**src/sv/sacl_pkg.sv**
```systemverilog
// Package for the set-associative cache tag and LRU store.
// Holds the field widths, register indexes, control structs and the saturating increment helper.
// It depends on nothing else.
`default_nettype none
package sacl_pkg;

  localparam int unsigned AGE_W      = 32;
  localparam int unsigned CNT_W      = 32;
  localparam int unsigned OFFSET_W   = 5;
  localparam int unsigned SETB_W     = 4;
  localparam int unsigned WAYB_W     = 2;
  localparam int unsigned CFG_IDX_W  = 2;
  localparam int unsigned CFG_DATA_W = 5;
  localparam int unsigned OUT_WAY_W  = 3;
  localparam int unsigned OUT_SET_W  = 9;

  localparam logic [CFG_IDX_W-1:0] CFG_OFFSET = 2'd0;
  localparam logic [CFG_IDX_W-1:0] CFG_SET    = 2'd1;
  localparam logic [CFG_IDX_W-1:0] CFG_WAY    = 2'd2;

  localparam logic [OFFSET_W-1:0] OFFSET_RST = 5'd6;
  localparam logic [SETB_W-1:0]   SETB_RST   = 4'd4;
  localparam logic [WAYB_W-1:0]   WAYB_RST   = 2'd0;

  typedef struct packed {
    logic clr;
    logic cap;
    logic upd;
  } cmd_t;

  typedef struct packed {
    logic clr_last;
  } sts_t;

  function automatic logic [CNT_W-1:0] sat_inc(input logic [CNT_W-1:0] v);
    return (v == '1) ? v : v + CNT_W'(1);
  endfunction

endpackage
`default_nettype wire

```
**src/sv/sacl_ctrl.sv**
```systemverilog
// Controller of the cache tag and LRU store: clearing pass, lookup sequence and output beat.
// Depends on sacl_pkg for the command and status structs.
`default_nettype none
module sacl_ctrl
  import sacl_pkg::*;
(
  input  wire logic clk_i,
  input  wire logic rst_ni,
  input  wire logic in_valid_i,
  output logic      in_ready_o,
  output logic      out_valid_o,
  input  wire logic out_ready_i,
  input  wire sts_t sts_i,
  output cmd_t      cmd_o
);

  localparam logic [1:0] ST_CLEAR = 2'd0;
  localparam logic [1:0] ST_IDLE  = 2'd1;
  localparam logic [1:0] ST_LOOK  = 2'd2;

  logic [1:0] state_q, state_d;
  logic       out_valid_q, out_valid_d;

  always_comb begin
    cmd_o.clr = (state_q == ST_CLEAR);
    cmd_o.cap = (state_q == ST_IDLE) && in_valid_i;
    cmd_o.upd = (state_q == ST_LOOK) && (!out_valid_q || out_ready_i);
  end

  assign in_ready_o  = (state_q == ST_IDLE);
  assign out_valid_o = out_valid_q;

  always_comb begin
    state_d = state_q;
    unique case (state_q)
      ST_CLEAR: begin
        if (sts_i.clr_last) state_d = ST_IDLE;
      end
      ST_IDLE: begin
        if (cmd_o.cap) state_d = ST_LOOK;
      end
      ST_LOOK: begin
        if (cmd_o.upd) state_d = ST_IDLE;
      end
      default: begin
        state_d = ST_CLEAR;
      end
    endcase
  end

  always_comb begin
    out_valid_d = out_valid_q;
    priority if (cmd_o.upd) begin
      out_valid_d = 1'b1;
    end else if (out_ready_i) begin
      out_valid_d = 1'b0;
    end else begin
      out_valid_d = out_valid_q;
    end
  end

  always_ff @(posedge clk_i or negedge rst_ni) begin
    if (!rst_ni) begin
      state_q     <= ST_CLEAR;
      out_valid_q <= 1'b0;
    end else begin
      state_q     <= state_d;
      out_valid_q <= out_valid_d;
    end
  end

endmodule
`default_nettype wire

```
**config.mk**
```make
export PLATFORM = sky130hd
export DESIGN_NAME = sacl_ctrl
export DESIGN_NICKNAME = d
export VERILOG_FILES = /design/src/sv/sacl_pkg.sv /design/src/sv/sacl_ctrl.sv
export SDC_FILE = /design/constraint.sdc
export NUM_CORES = 1
export LEC_CHECK = 0
export BUFFER_PORTS_ARGS = -buffer_cell sky130_fd_sc_hd__clkbuf_2
export CAP_MARGIN = 20
export CORE_AREA = 2 2 39 41
export CTS_CLUSTER_SIZE = 14
export DETAILED_ROUTE_END_ITERATION = 8
export DIE_AREA = 0 0 41 43
export GPL_TIMING_DRIVEN = 0
export HOLD_SLACK_MARGIN = 0.1
export MAX_ROUTING_LAYER = met4
export PLACE_DENSITY_LB_ADDON = 0.1
export SETUP_SLACK_MARGIN = 0.02
export SLEW_MARGIN = 20
export SYNTH_ARGS = -nofsm -noshare
export SYNTH_HDL_FRONTEND = slang
export SYNTH_SLANG_ARGS = --single-unit
```
**constraint.sdc**
```tcl
create_clock -name clk_i -period 1 [get_ports clk_i]
set_input_delay 0.1 -clock clk_i [delete_from_list [all_inputs] [get_ports clk_i]]
set_output_delay 0.1 -clock clk_i [all_outputs]
set_load 0.01 [all_outputs]
```
==> impl_metrics.tcl, run 1 <==
set metrics [dict create \
    io_pins 10 \
    totalWireLength_um 438 \
    rows 14 \
    num_vias 177 \
    drive_above_1_share 0.5455 \
    p_leak_nw 0.1622 \
    grt_use_total 0.07209 \
    power_density_nw_per_um2 2788 \
    areaGrowthSynthToFinish_pct 85.94 \
    fin_tns_setup_ns -0.3722 \
    worstSkewPairLatency_ns 0.23 \
    ys_ff_latch 3 \
    path_buf_inv 1 \
    post-route-min-period_ns 1.158 \
    grt_overflow 0 \
    viasPerCell 3.612 \
    cp_slowest_cell "dfrtp_2" \
    nets 39 \
    drcViolationCount 0 \
    cts_max_path_buffers 2 \
    clockRootBuffer "clkbuf_4" \
    fmax_mhz 863.3 \
    rrSetupSlack_ns 0.02 \
    synth.distinct_cells 12 \
    min_from "sts_i" \
    start_kind "flop" \
    chipWidth_um 41 \
    antenna_left 0 \
    finalPower_uw 830.3 \
    path_clk_slew_ns 0.04 \
    crit_family "flip-flops" \
    synth_top_area_share 0.4688 \
    start_util 0.1157 \
    grt_pass1_wl_um 738 \
    antenna_found_initial 0 \
    violations "setup timing" \
    syn_inst 17 \
    ys_seq_area_frac 0.4688 \
    crit_type "flop to primary output" \
    grt_setup_unrepaired "true" \
    cts_buffers 3 \
    grt_start_max_net_pins 8 \
    pre_cts_slack_ns -0.02456 \
    grt_pass1_vias 189 \
    coreArea_um2 1384 \
    outcome "finished, violations left" \
    worst_ep_required_time_ns 0.90 \
    finalMaxSlewViolations 0 \
    instances_no_fill 49 \
    diodes 0 \
    drtIter0Drc 1 \
    fin_area_um2 297.8 \
    fp.dieH_um 43 \
    relSlewSlack 0.8155 \
    layout_setup_ws_ns -0.1583 \
    die-area_um2 1763 \
    hold_path_class "input pin to flop" \
    wire_per_inst_um 8.939 \
    cap_violations 0 \
    arrival_ns 1.06 \
    syn_nets 22 \
    cpPeakStageDelay_ns 0.45 \
    cts_num_sinks 3 \
    hold_viol 0 \
    h-tree-depth 1 \
    cp-startpoint "state_q[1]" \
    io_buffers 9 \
    post-synth-top-area-cell "dfrtp_1" \
    place_inst 42 \
    crit_fanout 7 \
    synth_area_per_cell_um2 9.421 \
    fin_crit_sh 1.158 \
    yosys-top-cells-area "dfrtp_1 47%, inv_1 7.0%, and3b_2 6.3%" \
    first_pass_iters 2 \
    cts_tree "yes" \
    r2r-start "state_q[1]" \
    tightest_slew_ns 0.2758 \
    worst_setup_path_end_kind "primary output" \
    netlist_area_um2 160.2 \
    ys.warnings.count 0 \
    ir_drop_uv 597.8 \
    finalSetupViolCount 4 \
    place_area_um2 225.2 \
    path_cells "and3b_1 -> buf_2" \
    fin_skew_ns 0.001291 \
    place.gp.congestion 0.6123 \
]
synthesized netlist by cell type (all sizes together):
master and n:
inv 3, o32ai 1, o21ai 1, a21oi 1, dfrtp 3, nand2b 1
and3b 2, a21o 1, o21bai 1, nor2 2, buf 1
worst register-to-register path, delay by kind of cell (launching register included):
| family | cells | cell delay [ns] |
|---|---|---|
| compound gates | 1 | 0.18 |
| simple gates | 1 | 0.24 |
| flops | 1 | 0.45 |
registers in the layout, indices dropped and copies added (netlist names):
signal and cells:
state_q 2, out_valid_o 1
repair_timing:
item,4_1_cts,5_1_grt
hold endpoints to repair,5,0
resized for setup,5,3
pin swaps,1,1
endpoints found under the setup margin,4,5
setup buffers,1,0
hold buffers,3,0
placed cells by master (no fill, tap or decap):
cell type      netlist  routed
a21o_1               1       1
a21oi_2              0       1
and3b_1              1       1
and3b_2              1       1
buf_2                0       3
buf_6                0       1
clkbuf_1             0       1
clkbuf_2             0       6
clkbuf_4             0       3
dfrtp_1              3       2
dfrtp_2              0       1
dlygate4sd3_1        0       3
inv_1                3       2
inv_2                0       1
nand2b_4             0       1
nor2_1               2       2
o21ai_0              1       1
o21bai_1             1       1
o32ai_1              1       1
routing by layer:
metal | vias up | track usage | wire [um]
met5 | - | - | 0
met4 | 0 | 0.06000 | 14
met3 | 2 | 0.06283 | 30
met2 | 8 | 0.08438 | 202
met1 | 80 | 0.07097 | 190
li1 | 87 | - | -
metrics by stage:
step	hold slack (ns)	utilization
floorplan	-0.1956	-
global placement	-0.1013	0.1627
detailed placement	-0.09931	0.1627
CTS	0.1891	0.2152
global route	0.1803	0.2152
finish	0.1877	0.2152
where the power goes:
part | internal, mW | switching, mW | leakage (nW)
sequential | 0.179 | 0.0679 | 0.0368
combinational | 0.201 | 0.171 | 0.110
clock | 0.149 | 0.0621 | 0.0150
total | 0.529 | 0.301 | 0.162
layout make-up:
cell class	instances	area, um^2
Multi-Input combinational cell	10	77.57
Timing Repair Buffer	13	86.33
Fill cell	162	1086
Tap cell	16	20.02
Clock buffer	4	26.28
Inverter	3	11.26
Sequential cell	3	76.32
final timing paths:
path	end	depth (start not counted)
min in group asynchronous	out_valid_o	2
hold reg to reg	out_valid_o	2
hold / removal	state_q[0]	3
max in group asynchronous	state_q[1]	2
setup / recovery	cmd_o[1]	2
setup reg to reg	state_q[1]	2
cells by family after synthesis:
logic type	synth area share
buffers and inverters	0.1172
AOI/OAI and AO/OA	0.2109
DFF	0.4687
and+or+nand+nor	0.2032
No activity file was read; power rests on OpenSTA's default activity.
==> run 2: changes to the inputs <==
- CTS_BUF_LIST: default -> sky130_fd_sc_hd__clkbuf_16
- SETUP_SLACK_MARGIN: 0.02 -> default
==> impl_metrics.tcl, run 2 (synthesized netlist as in run 1, its figures left out) <==
set metrics [dict create \
    grt_use_total 0.06495 \
    tightest_slew_ns 0.2673 \
    fin_crit_sh 1.143 \
    relSlewSlack 0.8213 \
    hold_slack_ns 0.09916 \
    viasPerCell 3.583 \
    final_common_cell "clkbuf_2" \
    start_kind "flop" \
    finalMaxSlewViolations 0 \
    worst_setup_path_end_kind "primary output" \
    place.gp.congestion 0.6123 \
    utilization 0.2459 \
    coreArea_um2 1384 \
    drive_above_1_share 0.5625 \
    mostFrequentLayoutCells "6 x clkbuf_2, 3 x inv_1, 3 x clkbuf_16, 3 x buf_2" \
    grt_start_max_net_pins 8 \
    wire_per_inst_um 8.813 \
    r2r-start "state_q[1]" \
    min_from "out_ready_i" \
    nets 38 \
    r2r-end "state_q[1]" \
    p_leak_nw 0.1853 \
    clockRootBuffer "clkbuf_16" \
    fp.dieH_um 43 \
    chipWidth_um 41 \
    diodes 0 \
    cts_buffers 3 \
    min_path_cells 2 \
    crit_type "flop to primary output" \
    fin_skew_ns 0.001921 \
    grt_overflow 0 \
    finalPower_mw 1.229 \
    hold_path_class "input pin to flop" \
    totalWireLength_um 423 \
    num_vias 172 \
    finalSetupViolCount 4 \
    ir_drop_uv 995.7 \
    min_to "out_valid_o" \
    io_buffers 9 \
    path_clk_slew_ns 0.03 \
    areaGrowthSynthToFinish_pct 112.5 \
    place_area_um2 225.2 \
    fmax_mhz 874.5 \
    antenna_found_initial 0 \
    drtIter0Drc 0 \
    hold_viol 0 \
    violations "setup timing" \
    cap_violations 0 \
    cp-startpoint "state_q[1]" \
    die-area_um2 1763 \
    antenna_left 0 \
    worst_ep_required_time_ns 0.90 \
    power_density_nw_per_um2 3612 \
    grt_pass1_wl_um 703 \
    layout_setup_ws_ns -0.1435 \
    fill_cells 158 \
    drcViolationCount 0 \
    cts_tree "yes" \
    regMostFlops "state_q" \
    post-route-min-period_ns 1.143 \
    rows 14 \
    arrival_ns 1.04 \
    cts_max_path_buffers 2 \
    fin_area_um2 340.3 \
    grt_pass1_vias 178 \
    crit_fanout 7 \
    rrSetupSlack_ns 0.03 \
    start_util 0.1157 \
    io_pins 10 \
    h-tree-depth 1 \
    outcome "finished, violations left" \
    first_pass_iters 1 \
    worstRegToRegCells 2 \
    cts_num_sinks 3 \
    largest_reg_flops 2 \
    grt_setup_unrepaired "true" \
    worstSkewPairLatency_ns 0.22 \
]
==> run 2: changes by cell type in the layout (fill, tap and decap cells not counted), sizes merged <==
cell,before,now
clkbuf,10,9
dlygate4sd3,3,2
inv,3,4
==> run 2: timing repair <==
item	in CTS	in global routing
buffers inserted	1	0
endpoints found under the hold margin	4	0
hold buffers	2	0
gates resized for setup	5	3
setup endpoints to repair	3	4
cloned	0	0
pin swaps	1	1
==> run 2: metrics by stage <==
step	cells	setup WS (ns)	setup TNS (ns)
3_5_place_dp	42	-0.02456	-0.02456
5_1_grt	48	-0.1762	-0.5073
3_3_place_gp	42	-0.01550	-0.01550
4_1_cts	48	-0.1505	-0.3683
2_1_floorplan	17	0.09528	0
6_report	48	-0.1435	-0.3236
==> run 2: where the power goes <==
| group | internal [mW] | leakage, nW | switching [mW] | total [mW] |
|---|---|---|---|---|
| registers | 0.179 | 0.0368 | 0.0692 | 0.248 |
| clock network | 0.515 | 0.0423 | 0.0996 | 0.614 |
| logic | 0.198 | 0.106 | 0.169 | 0.367 |
| total | 0.892 | 0.185 | 0.337 | 1.23 |
==> run 2: area by class of cell <==
type,count,area (um^2),share of cell area
multi-input cells,10,77.57,0.2279
inverters,3,11.26,0.03309
clock buffers,3,75.07,0.2206
well taps,16,20.02,0.05882
clock inverters,1,3.754,0.01103
repair buffers,12,76.32,0.2243
flip-flops and latches,3,76.32,0.2243
==> run 2: worst max-delay path by stage <==
stage | to | cells after the start
3_5_place_dp | cmd_o[0] | 4
4_1_cts | cmd_o[1] | 2
3_3_place_gp | cmd_o[0] | 4
5_1_grt | cmd_o[1] | 2
6_report | cmd_o[1] | 2
2_1_floorplan | state_q[1] | 2
==> run 2: metal layers <==
metal / GRT usage / vias up / part of all wire
met3: 0.06283 / 0 / 0.11
met5: - / - / 0
met4: 0.02000 / 0 / 0
li1: - / 85 / -
met1: 0.07120 / 77 / 0.39
met2: 0.08125 / 10 / 0.50
==> run 2: worst max-delay path, cell delays in order (launching register included) <==
cell     delay (ns)
dfrtp_2        0.44
and3b_1        0.25
buf_2          0.13
